`src/rtl/core/ptbr_pkg.sv`:
```
// Package: shared types, character folding and the per-character coding rules.
package ptbr_pkg;

    localparam int CP_W = 21;
    localparam int QUEUE_DEPTH = 8;

    typedef logic [CP_W-1:0] t_cp;

    typedef struct packed {
        logic [6:0] sym;
        logic       vld;
        logic       last;
    } t_ent;

    typedef struct packed {
        logic [1:0] cnt;
        t_ent       e0;
        t_ent       e1;
    } t_push;

    typedef struct packed {
        logic [1:0] cnt;
        logic [6:0] s0;
        logic [6:0] s1;
        logic [1:0] skip;
    } t_code;

    localparam t_cp CH_A = 21'h41;
    localparam t_cp CH_C = 21'h43;
    localparam t_cp CH_E = 21'h45;
    localparam t_cp CH_G = 21'h47;
    localparam t_cp CH_H = 21'h48;
    localparam t_cp CH_I = 21'h49;
    localparam t_cp CH_K = 21'h4B;
    localparam t_cp CH_L = 21'h4C;
    localparam t_cp CH_N = 21'h4E;
    localparam t_cp CH_O = 21'h4F;
    localparam t_cp CH_P = 21'h50;
    localparam t_cp CH_Q = 21'h51;
    localparam t_cp CH_R = 21'h52;
    localparam t_cp CH_S = 21'h53;
    localparam t_cp CH_T = 21'h54;
    localparam t_cp CH_U = 21'h55;
    localparam t_cp CH_X = 21'h58;

    localparam logic [6:0] SY_LH = 7'h31;
    localparam logic [6:0] SY_RR = 7'h32;
    localparam logic [6:0] SY_NH = 7'h33;

    function automatic t_cp upcase(t_cp c);
        t_cp r;
        r = c;
        if (c >= 21'h61 && c <= 21'h7A) r = c - 21'h20;
        else if (c == 21'hB5) r = 21'h39C;
        else if (c >= 21'hE0 && c <= 21'hFE && c != 21'hF7) r = c - 21'h20;
        else if (c == 21'hFF) r = 21'h178;
        else if (c == 21'h131) r = 21'h49;
        else if (c == 21'h17F) r = 21'h53;
        else if (c >= 21'h100 && c <= 21'h137 && c[0]) r = c - 21'h1;
        else if (c >= 21'h139 && c <= 21'h148 && !c[0]) r = c - 21'h1;
        else if (c >= 21'h14A && c <= 21'h177 && c[0]) r = c - 21'h1;
        else if (c >= 21'h17A && c <= 21'h17E && !c[0]) r = c - 21'h1;
        else if (c >= 21'h1E00 && c <= 21'h1E95 && c[0]) r = c - 21'h1;
        else if (c >= 21'h1EA0 && c <= 21'h1EFF && c[0]) r = c - 21'h1;
        return r;
    endfunction

    function automatic t_cp fold_char(t_cp d);
        t_cp c;
        c = upcase(d);
        case (c) inside
            21'hC1, 21'hC0, 21'hC3, 21'hC2, 21'hC4: c = CH_A;
            21'hC9, 21'hC8, 21'h1EBC, 21'hCA, 21'hCB: c = CH_E;
            21'h59, 21'hCD, 21'hCC, 21'h128, 21'hCE, 21'hCF: c = CH_I;
            21'hD3, 21'hD2, 21'hD5, 21'hD4, 21'hD6: c = CH_O;
            21'hDA, 21'hD9, 21'h168, 21'hDB, 21'hDC: c = CH_U;
            default: ;
        endcase
        return c;
    endfunction

    function automatic logic is_vow(t_cp c);
        return c == CH_A || c == CH_E || c == CH_I || c == CH_O || c == CH_U;
    endfunction

    function automatic logic is_edge(t_cp c);
        return c == 21'h0 || c == 21'h20 || (c >= 21'h9 && c <= 21'hD);
    endfunction

    function automatic t_code mk(logic [1:0] n, logic [6:0] a, logic [6:0] b,
                                 logic [1:0] sk);
        t_code r;
        r.cnt = n;
        r.s0 = a;
        r.s1 = b;
        r.skip = sk;
        return r;
    endfunction

    // Coding of one head character given its neighbors.
    function automatic t_code code_one(t_cp c, t_cp a1, t_cp a2, t_cp last, t_cp l2);
        t_code r;
        logic [6:0] c7;
        r = '0;
        c7 = c[6:0];
        case (c) inside
            21'h41, 21'h45, 21'h49, 21'h4F, 21'h55: begin
                if (is_edge(last)) r = mk(2'd1, c7, 7'h0, 2'd0);
            end
            21'h4C: begin
                if (a1 == CH_H) r = mk(2'd1, SY_LH, 7'h0, 2'd0);
                else if (is_vow(a1) || is_edge(last)) r = mk(2'd1, 7'h4C, 7'h0, 2'd0);
            end
            21'h54, 21'h50: begin
                if (a1 == CH_H) r = mk(2'd1, (c == CH_P) ? 7'h46 : 7'h54, 7'h0, 2'd1);
                else r = mk(2'd1, c7, 7'h0, 2'd0);
            end
            21'h42, 21'h44, 21'h46, 21'h4A, 21'h4B, 21'h4D, 21'h56: begin
                r = mk(2'd1, c7, 7'h0, 2'd0);
            end
            21'h47: begin
                if (a1 == CH_H) begin
                    if (!is_vow(a2)) r = mk(2'd2, 7'h47, 7'h4A, 2'd0);
                    else r = mk(2'd1, 7'h4A, 7'h0, 2'd0);
                end else if (a1 == CH_E || a1 == CH_I) r = mk(2'd1, 7'h4A, 7'h0, 2'd0);
                else r = mk(2'd1, 7'h47, 7'h0, 2'd0);
            end
            21'h52: begin
                if (is_edge(last) || is_edge(a1)) r = mk(2'd1, SY_RR, 7'h0, 2'd0);
                else if (a1 == CH_R) r = mk(2'd1, SY_RR, 7'h0, 2'd1);
                else if (is_vow(last) && is_vow(a1)) r = mk(2'd1, 7'h52, 7'h0, 2'd1);
                else r = mk(2'd1, 7'h52, 7'h0, 2'd0);
            end
            21'h5A: begin
                r = mk(2'd1, is_edge(a1) ? 7'h53 : 7'h5A, 7'h0, 2'd0);
            end
            21'h4E: begin
                if (is_edge(a1)) r = mk(2'd1, 7'h4D, 7'h0, 2'd0);
                else if (a1 == CH_H) r = mk(2'd1, SY_NH, 7'h0, 2'd1);
                else if (last != CH_N) r = mk(2'd1, 7'h4E, 7'h0, 2'd0);
            end
            21'h53: begin
                if (a1 == CH_S) r = mk(2'd1, 7'h53, 7'h0, 2'd1);
                else if (a1 == CH_H) r = mk(2'd1, 7'h58, 7'h0, 2'd1);
                else if (is_vow(last) && is_vow(a1)) r = mk(2'd1, 7'h5A, 7'h0, 2'd0);
                else if (a1 == CH_C) begin
                    if (a2 == CH_E || a2 == CH_I) r = mk(2'd1, 7'h53, 7'h0, 2'd2);
                    else if (a2 == CH_A || a2 == CH_O || a2 == CH_U)
                        r = mk(2'd2, 7'h53, 7'h4B, 2'd2);
                    else if (a2 == CH_H) r = mk(2'd1, 7'h58, 7'h0, 2'd2);
                    else r = mk(2'd1, 7'h53, 7'h0, 2'd1);
                end else r = mk(2'd1, 7'h53, 7'h0, 2'd0);
            end
            21'h58: begin
                if (is_edge(a1)) r = mk(2'd1, 7'h58, 7'h0, 2'd0);
                else if (last == CH_E) begin
                    if (is_vow(a1)) begin
                        if (is_edge(l2)) r = mk(2'd1, 7'h5A, 7'h0, 2'd0);
                        else if (a1 == CH_E || a1 == CH_I) r = mk(2'd1, 7'h58, 7'h0, 2'd1);
                        else r = mk(2'd2, 7'h4B, 7'h53, 2'd1);
                    end else if (a1 == CH_C) r = mk(2'd1, 7'h53, 7'h0, 2'd1);
                    else if (a1 == CH_P || a1 == CH_T) r = mk(2'd1, 7'h53, 7'h0, 2'd0);
                    else r = mk(2'd2, 7'h4B, 7'h53, 2'd0);
                end else if (is_vow(last)) begin
                    if (is_vow(l2) || l2 == CH_C || l2 == CH_K || l2 == CH_G ||
                        l2 == CH_L || l2 == CH_R || l2 == CH_X)
                        r = mk(2'd1, 7'h58, 7'h0, 2'd0);
                    else r = mk(2'd2, 7'h4B, 7'h53, 2'd0);
                end else r = mk(2'd1, 7'h58, 7'h0, 2'd0);
            end
            21'h43: begin
                if (a1 == CH_E || a1 == CH_I) r = mk(2'd1, 7'h53, 7'h0, 2'd0);
                else if (a1 == CH_H) r = mk(2'd1, (a2 == CH_R) ? 7'h4B : 7'h58, 7'h0, 2'd1);
                else if (a1 == CH_Q || a1 == CH_K) r = '0;
                else r = mk(2'd1, 7'h4B, 7'h0, 2'd0);
            end
            21'h48: begin
                if (is_edge(last) && is_vow(a1)) r = mk(2'd1, a1[6:0], 7'h0, 2'd1);
            end
            21'h51: r = mk(2'd1, 7'h4B, 7'h0, 2'd0);
            21'h57: begin
                if (is_vow(a1)) r = mk(2'd1, 7'h56, 7'h0, 2'd0);
            end
            21'hC7: r = mk(2'd1, 7'h53, 7'h0, 2'd0);
            default: r = '0;
        endcase
        return r;
    endfunction

endpackage

```
`src/rtl/core/ptbr_if.sv`:
```
// Interfaces: input character channel and output code symbol channel.
interface ptbr_in_if;
    logic        valid;
    logic        ready;
    logic [15:0] code_point;
    logic        string_end;
    modport source (output valid, output code_point, output string_end, input ready);
    modport sink (input valid, input code_point, input string_end, output ready);
endinterface

interface ptbr_out_if;
    logic       valid;
    logic       ready;
    logic [6:0] code_char;
    logic       char_valid;
    logic       code_last;
    modport source (output valid, output code_char, output char_valid, output code_last,
                    input ready);
    modport sink (input valid, input code_char, input char_valid, input code_last,
                  output ready);
endinterface

```
`src/rtl/core/phonetic_code_ptbr.sv`:
```
// Top level: Brazilian Portuguese phonetic coder, characters in, code symbols out.
//  channel  | dir | payload
//  i_in     | in  | code_point[15:0], string_end
//  o_out    | out | code_char[6:0], char_valid, code_last
// A character is taken when the queue has room; a string-end item holds off further
// input while the lookahead window drains one character a cycle, room allowing.
// Up to two symbols are queued per cycle, one leaves per cycle; a stalled output
// fills the eight-entry queue until under two entries are free, then input stops.
// Synchronous active-low reset empties the input register, window and queue.
module phonetic_code_ptbr #(
    parameter int CHAR_WIDTH = 16
) (
    input  logic        i_clk,
    input  logic        i_rst_n,
    ptbr_in_if.sink     i_in,
    ptbr_out_if.source  o_out
);
    import ptbr_pkg::*;

    t_push push;
    logic  room;

    ptbr_coder #(.CHAR_WIDTH(CHAR_WIDTH)) u_coder (
        .i_clk   (i_clk),
        .i_rst_n (i_rst_n),
        .i_in    (i_in),
        .o_push  (push),
        .i_room  (room)
    );

    ptbr_outq u_outq (
        .i_clk   (i_clk),
        .i_rst_n (i_rst_n),
        .i_push  (push),
        .o_room  (room),
        .o_out   (o_out)
    );

endmodule

```
`src/rtl/core/ptbr_coder.sv`:
```
// Coder: input register, fold and dedup, lookahead window and rule evaluation.
module ptbr_coder #(
    parameter int CHAR_WIDTH = 16
) (
    input  logic             i_clk,
    input  logic             i_rst_n,
    ptbr_in_if.sink          i_in,
    output ptbr_pkg::t_push  o_push,
    input  logic             i_room
);
    import ptbr_pkg::*;

    localparam logic M_NORMAL = 1'b0;
    localparam logic M_DRAIN  = 1'b1;

    typedef logic [CHAR_WIDTH-1:0] t_ch;

    logic        r_in_vld, r_in_end;
    logic [15:0] r_in_cp;
    logic        r_mode, n_mode;
    t_ch         r_prev_f, n_prev_f;
    logic        r_rep, n_rep;
    t_ch         r_win [3];
    t_ch         n_win [3];
    logic [1:0]  r_fill, n_fill;
    t_ch         r_hist0, n_hist0, r_hist1, n_hist1;
    t_ch         r_head, n_head;
    logic [1:0]  r_skip, n_skip;
    logic        r_hv, n_hv;
    logic [6:0]  r_held, n_held;

    logic  take, drain_go, endm, do_cons, finish;
    t_ch   cpn, fn;
    logic  same, keep;
    t_code cd;
    t_push pu;

    assign take     = r_in_vld && (r_mode == M_NORMAL) && i_room;
    assign drain_go = (r_mode == M_DRAIN) && i_room;
    assign i_in.ready = !r_in_vld || take;
    assign endm     = (take && r_in_end) || (r_mode == M_DRAIN);
    assign finish   = drain_go && (r_fill == 2'd0);

    always_comb begin
        n_mode = r_mode;
        n_prev_f = r_prev_f;
        n_rep = r_rep;
        n_win = r_win;
        n_fill = r_fill;
        n_hist0 = r_hist0;
        n_hist1 = r_hist1;
        n_head = r_head;
        n_skip = r_skip;
        n_hv = r_hv;
        n_held = r_held;
        cpn = t_ch'(t_cp'(r_in_cp));
        fn = t_ch'(fold_char(t_cp'(cpn)));
        same = (fn == r_prev_f);
        keep = same ? ((t_cp'(fn) == CH_R || t_cp'(fn) == CH_S) && !r_rep) : 1'b1;
        cd = '0;
        pu = '0;
        do_cons = 1'b0;

        if (take && cpn != '0) begin
            n_prev_f = fn;
            n_rep = same ? (r_rep | keep) : 1'b0;
            if (keep) begin
                unique case (r_fill)
                    2'd0: n_win[0] = fn;
                    2'd1: n_win[1] = fn;
                    2'd2: n_win[2] = fn;
                    default: ;
                endcase
                if (r_fill != 2'd3) n_fill = r_fill + 2'd1;
            end
        end

        if (take) do_cons = (n_fill == 2'd3) || (r_in_end && n_fill != 2'd0);
        else if (drain_go) do_cons = (r_fill != 2'd0);

        if (do_cons) begin
            if (r_skip != 2'd0) begin
                n_skip = r_skip - 2'd1;
            end else begin
                cd = code_one(t_cp'(n_win[0]), t_cp'(n_win[1]), t_cp'(n_win[2]),
                              t_cp'(r_head), t_cp'(r_hist1));
                n_skip = cd.skip;
                n_head = n_win[0];
            end
            n_hist1 = r_hist0;
            n_hist0 = n_win[0];
            n_win[0] = n_win[1];
            n_win[1] = n_win[2];
            n_win[2] = '0;
            n_fill = n_fill - 2'd1;
        end

        if (!endm) begin
            pu.cnt = cd.cnt;
            pu.e0 = '{sym: cd.s0, vld: 1'b1, last: 1'b0};
            pu.e1 = '{sym: cd.s1, vld: 1'b1, last: 1'b0};
        end else if (r_hv) begin
            // held symbol goes out ahead of the new ones; the newest is held back
            pu.e0 = '{sym: r_held, vld: 1'b1, last: 1'b0};
            pu.e1 = '{sym: cd.s0, vld: 1'b1, last: 1'b0};
            pu.cnt = cd.cnt;
            if (cd.cnt == 2'd1) n_held = cd.s0;
            else if (cd.cnt == 2'd2) n_held = cd.s1;
        end else begin
            pu.e0 = '{sym: cd.s0, vld: 1'b1, last: 1'b0};
            if (cd.cnt == 2'd1) begin
                n_hv = 1'b1;
                n_held = cd.s0;
            end else if (cd.cnt == 2'd2) begin
                pu.cnt = 2'd1;
                n_hv = 1'b1;
                n_held = cd.s1;
            end
        end

        if (take && r_in_end) n_mode = M_DRAIN;

        if (finish) begin
            pu.cnt = 2'd1;
            pu.e0 = r_hv ? '{sym: r_held, vld: 1'b1, last: 1'b1}
                         : '{sym: 7'h0, vld: 1'b0, last: 1'b1};
            n_mode = M_NORMAL;
            n_prev_f = '0;
            n_rep = 1'b0;
            n_win[0] = '0;
            n_win[1] = '0;
            n_win[2] = '0;
            n_fill = 2'd0;
            n_hist0 = '0;
            n_hist1 = '0;
            n_head = '0;
            n_skip = 2'd0;
            n_hv = 1'b0;
        end
    end

    assign o_push = pu;

    always_ff @(posedge i_clk) begin
        if (!i_rst_n) begin
            r_in_vld <= 1'b0;
            r_mode <= M_NORMAL;
            r_prev_f <= '0;
            r_rep <= 1'b0;
            r_win[0] <= '0;
            r_win[1] <= '0;
            r_win[2] <= '0;
            r_fill <= 2'd0;
            r_hist0 <= '0;
            r_hist1 <= '0;
            r_head <= '0;
            r_skip <= 2'd0;
            r_hv <= 1'b0;
        end else begin
            if (i_in.valid && i_in.ready) r_in_vld <= 1'b1;
            else if (take) r_in_vld <= 1'b0;
            r_mode <= n_mode;
            r_prev_f <= n_prev_f;
            r_rep <= n_rep;
            r_win <= n_win;
            r_fill <= n_fill;
            r_hist0 <= n_hist0;
            r_hist1 <= n_hist1;
            r_head <= n_head;
            r_skip <= n_skip;
            r_hv <= n_hv;
        end
    end

    always_ff @(posedge i_clk) begin
        if (i_in.valid && i_in.ready) begin
            r_in_cp <= i_in.code_point;
            r_in_end <= i_in.string_end;
        end
        r_held <= n_held;
    end

    a_fill_normal: assert property (@(posedge i_clk) disable iff (!i_rst_n)
        r_mode == M_NORMAL |-> r_fill != 2'd3) else $error("window full between items");
    a_skip_fill: assert property (@(posedge i_clk) disable iff (!i_rst_n)
        r_skip <= r_fill) else $error("skip beyond window");
    a_held_drain: assert property (@(posedge i_clk) disable iff (!i_rst_n)
        r_hv |-> r_mode == M_DRAIN) else $error("held symbol outside drain");
    a_finish_clear: assert property (@(posedge i_clk) disable iff (!i_rst_n)
        finish |=> r_fill == 2'd0 && r_skip == 2'd0 && !r_hv)
        else $error("state not cleared after string end");

endmodule

```
`src/rtl/core/ptbr_outq.sv`:
```
// Output queue: eight-entry symbol queue, up to two writes and one read per cycle.
module ptbr_outq (
    input  logic            i_clk,
    input  logic            i_rst_n,
    input  ptbr_pkg::t_push i_push,
    output logic            o_room,
    ptbr_out_if.source      o_out
);
    import ptbr_pkg::*;

    localparam int AW = $clog2(QUEUE_DEPTH);

    t_ent          r_mem [QUEUE_DEPTH];
    logic [AW-1:0] r_wp, r_rp;
    logic [AW:0]   r_cnt;
    logic          pop;

    assign pop = o_out.valid && o_out.ready;
    assign o_room = r_cnt <= (AW+1)'(QUEUE_DEPTH - 2);
    assign o_out.valid = r_cnt != '0;
    assign o_out.code_char = r_mem[r_rp].sym;
    assign o_out.char_valid = r_mem[r_rp].vld;
    assign o_out.code_last = r_mem[r_rp].last;

    always_ff @(posedge i_clk) begin
        if (!i_rst_n) begin
            r_wp <= '0;
            r_rp <= '0;
            r_cnt <= '0;
        end else begin
            r_wp <= r_wp + AW'(i_push.cnt);
            if (pop) r_rp <= r_rp + AW'(1);
            r_cnt <= r_cnt + (AW+1)'(i_push.cnt) - (AW+1)'(pop);
        end
    end

    always_ff @(posedge i_clk) begin
        if (i_push.cnt != 2'd0) r_mem[r_wp] <= i_push.e0;
        if (i_push.cnt == 2'd2) r_mem[r_wp + AW'(1)] <= i_push.e1;
    end

endmodule
```
`src/flat_wrapper.sv`:
```
// flat-port wrapper written by rule: the top's interface ports become plain ports
module phonetic_code_ptbr_flat import ptbr_pkg::*;
#(
    parameter int CHAR_WIDTH = 16
)
  (i_clk, i_rst_n, i_in_valid, i_in_code_point, i_in_string_end, i_in_ready, o_out_valid, o_out_code_char, o_out_char_valid, o_out_code_last, o_out_ready);
  ptbr_in_if i_in_i ();
  ptbr_out_if o_out_i ();
  input  logic i_clk;
  input  logic i_rst_n;
  input wire logic [$bits(i_in_i.valid)-1:0] i_in_valid;
  input wire logic [$bits(i_in_i.code_point)-1:0] i_in_code_point;
  input wire logic [$bits(i_in_i.string_end)-1:0] i_in_string_end;
  output wire logic [$bits(i_in_i.ready)-1:0] i_in_ready;
  output wire logic [$bits(o_out_i.valid)-1:0] o_out_valid;
  output wire logic [$bits(o_out_i.code_char)-1:0] o_out_code_char;
  output wire logic [$bits(o_out_i.char_valid)-1:0] o_out_char_valid;
  output wire logic [$bits(o_out_i.code_last)-1:0] o_out_code_last;
  input wire logic [$bits(o_out_i.ready)-1:0] o_out_ready;
  assign i_in_i.valid = i_in_valid;
  assign i_in_i.code_point = i_in_code_point;
  assign i_in_i.string_end = i_in_string_end;
  assign i_in_ready = i_in_i.ready;
  assign o_out_valid = o_out_i.valid;
  assign o_out_code_char = o_out_i.code_char;
  assign o_out_char_valid = o_out_i.char_valid;
  assign o_out_code_last = o_out_i.code_last;
  assign o_out_i.ready = o_out_ready;
  phonetic_code_ptbr #(.CHAR_WIDTH(CHAR_WIDTH)) u_core (.i_clk(i_clk), .i_rst_n(i_rst_n), .i_in(i_in_i), .o_out(o_out_i));
endmodule
```
`config.mk`:
```
export PLATFORM = sky130hd
export DESIGN_NAME = phonetic_code_ptbr_flat
export DESIGN_NICKNAME = d
export VERILOG_FILES = /design/src/rtl/core/ptbr_pkg.sv /design/src/rtl/core/ptbr_if.sv /design/src/rtl/core/phonetic_code_ptbr.sv /design/src/rtl/core/ptbr_coder.sv /design/src/rtl/core/ptbr_outq.sv /design/src/flat_wrapper.sv
export SDC_FILE = /design/constraint.sdc
export NUM_CORES = 1
export LEC_CHECK = 0
export BUFFER_PORTS_ARGS = -buffer_cell sky130_fd_sc_hd__clkbuf_2
export CAP_MARGIN = 20
export CORE_ASPECT_RATIO = 0.5
export CORE_MARGIN = 2
export CORE_UTILIZATION = 65
export CTS_CLUSTER_SIZE = 28
export DETAILED_ROUTE_END_ITERATION = 16
export PLACE_DENSITY_LB_ADDON = 0.12
export SLEW_MARGIN = 20
export SYNTH_ARGS = -nofsm -noshare
export SYNTH_HDL_FRONTEND = slang
export SYNTH_SLANG_ARGS = --single-unit
```
`constraint.sdc`:
```
create_clock -name i_clk -period 26.4 [get_ports i_clk]
set_clock_uncertainty 0.2 [all_clocks]
set_input_delay 1.32 -clock i_clk [delete_from_list [all_inputs] [get_ports i_clk]]
set_output_delay 1.32 -clock i_clk [all_outputs]
set_load 0.005 [all_outputs]
```
==> summary.md <==
| Metric | Value |
|---|---|
| Seq cells post-synth | 229 |
| Synth area leaders | dfxtp_1 19%, edfxtp_1 18%, nand2_1 5.0%, nor2_1 4.8%, a21oi_1 3.1% |
| I/O Buffers | 31 |
| R2R Setup Slk | 14.74 ns |
| Die area | 0.02413 mm^2 |
| Fin nets | 1,724 |
| WP buf/inv | 3 |
| Ant diodes | 0 |
| Area growth syn-to-layout | 6.499% |
| Worst Max-Slew Pin Slew | 1.150 ns |
| Met2 usage | 66.16% |
| GRT busiest layer | met2 |
| Fin util | 69.97% |
| # DRC | 0 |
| Max stage delay cell, worst path | o21ai_0 |
| Post-synth top area share | 19.02% |
| Register area share after synthesis | 36.82% |
| Main synth FF type | dfxtp_1 |
| Initial core utilization | 65.70% |
| Cells after synthesis | 1,706 |
| Hold wc startpoint | u_core.u_coder.r_hist1[11]$_SDFFE_PP0N_ |
| I/O pin count | 32 |
| Grt ovf | 0 |
| Avg Cell Area, Syn | 8.700 um^2 |
| Largest net degree at the start of global routing | 104 |
| Die height | 110.9 um |
| LEAKAGE | 5.436 nW |
| Wire per inst | 24.29 um |
| Slew HR | 22.96% |
| Setup Fix Bufs, Post-CTS | 0 |
| Pre-Repair DR Iteration Count | 8 |
| Worst Path Max Fanout | 57 |
| Clk pin slew, worst setup/hold paths | 0.06 ns |
| Post-cts sizing count | 0 |
| Hold WC Path Type | flip-flop to flip-flop |
| Count leader, synth | nand2_1 |
| GRT Overall Usage | 39.84% |
| Final hold vios | 0 |
| Detail Route Antenna Nets | 0 |
| Hold buffer count at cts | 0 |
| Number of cell rows | 39 |
| Max Clk Rate | 85.73 MHz |
| Die Wd | 217.7 um |
| Syn Std Cell Area | 0.01484 mm^2 |
| Yosys warnings | 0 |
| Max clock buf depth | 3 |
| Hold-critical path depth | 2 |
| VDD IR max | 0.00005394 V |
| Met3 usage | 6.091% |
| Worst-Skew Late Latency | 0.53 ns |
| CTS root buffer | clkbuf_16 |
| Share of cells above drive strength 1 | 11.45% |
| Reg2Reg Depth | 31 |
| Vias in the first global route | 13,690 |
| Syn_nets | 1,751 |
| Critical Path Start Type | flip-flop |
| Vias | 14,600 |
| Crit path kind | flip-flop to flip-flop |
| DRT iter0 DRCs | 2,052 |
| Period minus WS final | 11.66 ns |
| First-pass GRT wire length | 76,000 um |
| CTS tree | yes |
| DP HPWL | 35,150 um |
| CP top delay family | compound AO/OA/AOI/OAI gates |
| DRT Wirelength | 48,630 um |
| Post-synth top area cell | dfxtp_1 |
| Setup Total Neg Slack | 0 ns |
| Status | finished clean |
| Crit. Startpoint | u_core.u_coder.cpn[0]$_DFFE_PP_ |
| Global Route met1 Usage | 50.18% |
| EDFF count, synth | 88 |
| Most frequent cells after synthesis | 199 x nand2_1, 189 x nor2_1, 141 x dfxtp_1 |
| RR Startpoint | u_core.u_coder.cpn[0]$_DFFE_PP_ |
| CP max stage delay | 1.02 ns |
| Finish-stage setup viols | 0 |
| CTS Buf Count | 22 |
| MaxCap Viol Count | 0 |
| Core Area | 0.02259 mm^2 |
| Vias per cell | 7.291 |
| Final GP Congestion | 1.059 |
| Post-synth ARST share | 0% |
| Crit share post-route | 44.18% |
| H-tree depth | 1 |
| Data arrival, critical path | 11.61 ns |
| RSZ-0062 raised after global routing | false |
| # clock sinks | 229 |
| CP required | 26.34 ns |
| Initial antenna violation count | 0 |
| Power density over the cells | 74.04 mW/mm^2 |
| Reg2reg end | u_core.u_outq.r_mem[3][8]$_DFFE_PP_ |
| Hold worst-path end | u_core.u_coder.r_hist1[11]$_SDFFE_PP0N_ |
| Final slew viol count | 0 |
| CP endpoint kind | flip-flop |
| Distinct cells, synth | 114 |
cell type report:
| class | count | area [um^2] |
|---|---|---|
| clock buffers | 33 | 644.4 |
| clock inverters | 7 | 40.04 |
| fillers | 1703 | 6785 |
| inverters | 33 | 123.9 |
| multi-input cells | 1343 | 8852 |
| flip-flops and latches | 229 | 5465 |
| well taps | 307 | 384.1 |
| repair buffers | 50 | 297.8 |
worst reg2reg max path: cells and delay by family (launching register included):
| kind | cells | cell delay, ns |
|---|---|---|
| DFF | 1 | 0.58 |
| AOI/OAI and AO/OA | 12 | 4.84 |
| buffers and inverters | 3 | 0.42 |
| muxes | 1 | 0.48 |
| adders and majority gates | 3 | 0.68 |
| and+or+nand+nor | 12 | 4.11 |
layer usage:
layer	vias up	part of all wire, %
li1	6432	-
met2	1067	46
met4	0	6.5
met5	-	0
met1	6836	38
met3	262	9.4
cells by family (layout without fill, tap and decap cells):
group | count (synthesis) | in the layout | synth area share [%]
AOI/OAI and AO/OA | 445 | 445 | 21.40
xor gates and xnor gates | 25 | 25 | 1.475
adders and majority gates | 24 | 24 | 2.124
buffers and inverters | 134 | 123 | 3.894
DFF | 229 | 229 | 36.82
muxes | 90 | 90 | 8.059
and+or+nand+nor | 759 | 759 | 26.22
placed cells by master, fill, tap and decap left out, types with 33 or more instances in the layout:
cell type  netlist  layout
mux2i_1         42      42
edfxtp_1        88      88
dfxtp_1        141     141
nor2_1         189     188
nand3_1         54      54
nand2_1        199     198
o22ai_1         34      33
a211oi_1        58      58
a21oi_1         93      93
o21ai_0         48      47
nor3_1          71      70
nor4_1          36      36
inv_1           33      33
how the worst max path moves through the flow:
stage,cells past startpoint,slack [ns],to
3_5_place_dp,31,15.24,u_core.u_outq.r_mem[3][2]$_DFFE_PP_
4_1_cts,31,15.10,u_core.u_outq.r_mem[3][8]$_DFFE_PP_
3_3_place_gp,29,15.57,u_core.u_outq.r_mem[1][2]$_DFFE_PP_
5_1_grt,31,14.11,u_core.u_outq.r_mem[3][1]$_DFFE_PP_
2_1_floorplan,41,17.40,u_core.u_outq.r_cnt[2]$_SDFF_PN0_
6_report,31,14.74,u_core.u_outq.r_mem[3][8]$_DFFE_PP_
power breakdown:
part	total (mW)	internal (mW)	switching, mW
sequential	0.455	0.408	0.0467
combinational	0.403	0.140	0.263
clock	0.313	0.170	0.143
per-stage QoR:
step	instance area (um^2)	power (mW)	setup slack (ns)	hold slack, ns	instances
final	15810	1.170	14.74	0.2487	2002
after detailed placement	15110	0.8462	15.24	0.2462	1962
after floorplan	14840	0.7328	17.40	0.2315	1706
after CTS	15800	1.154	15.10	0.2532	2002
after global routing	15810	1.218	14.11	0.2789	2002
after global placement	15110	0.8315	15.57	0.2390	1962
registers in the layout, indices dropped and copies added, names as in the netlist, named ones only:
name and cells:
u_core.u_outq.r_cnt 4, u_core.u_coder.r_skip 2, u_core.u_coder.r_prev_f 16, u_core.u_coder.r_in_end 1, u_core.u_coder.r_rep 1, u_core.u_coder.r_mode 1
u_core.u_coder.r_hv 1, u_core.u_outq.r_mem 72, u_core.u_coder.r_fill 2, u_core.u_coder.r_hist0 16, u_core.u_coder.r_held 7, u_core.u_coder.r_head 16
u_core.u_coder.cpn 16, u_core.u_outq.r_wp 3, u_core.u_outq.r_rp 3, u_core.u_coder.r_win 48, u_core.u_coder.r_in_vld 1, u_core.u_coder.r_hist1 16
Note: power is estimated with default switching activity, not from simulation.
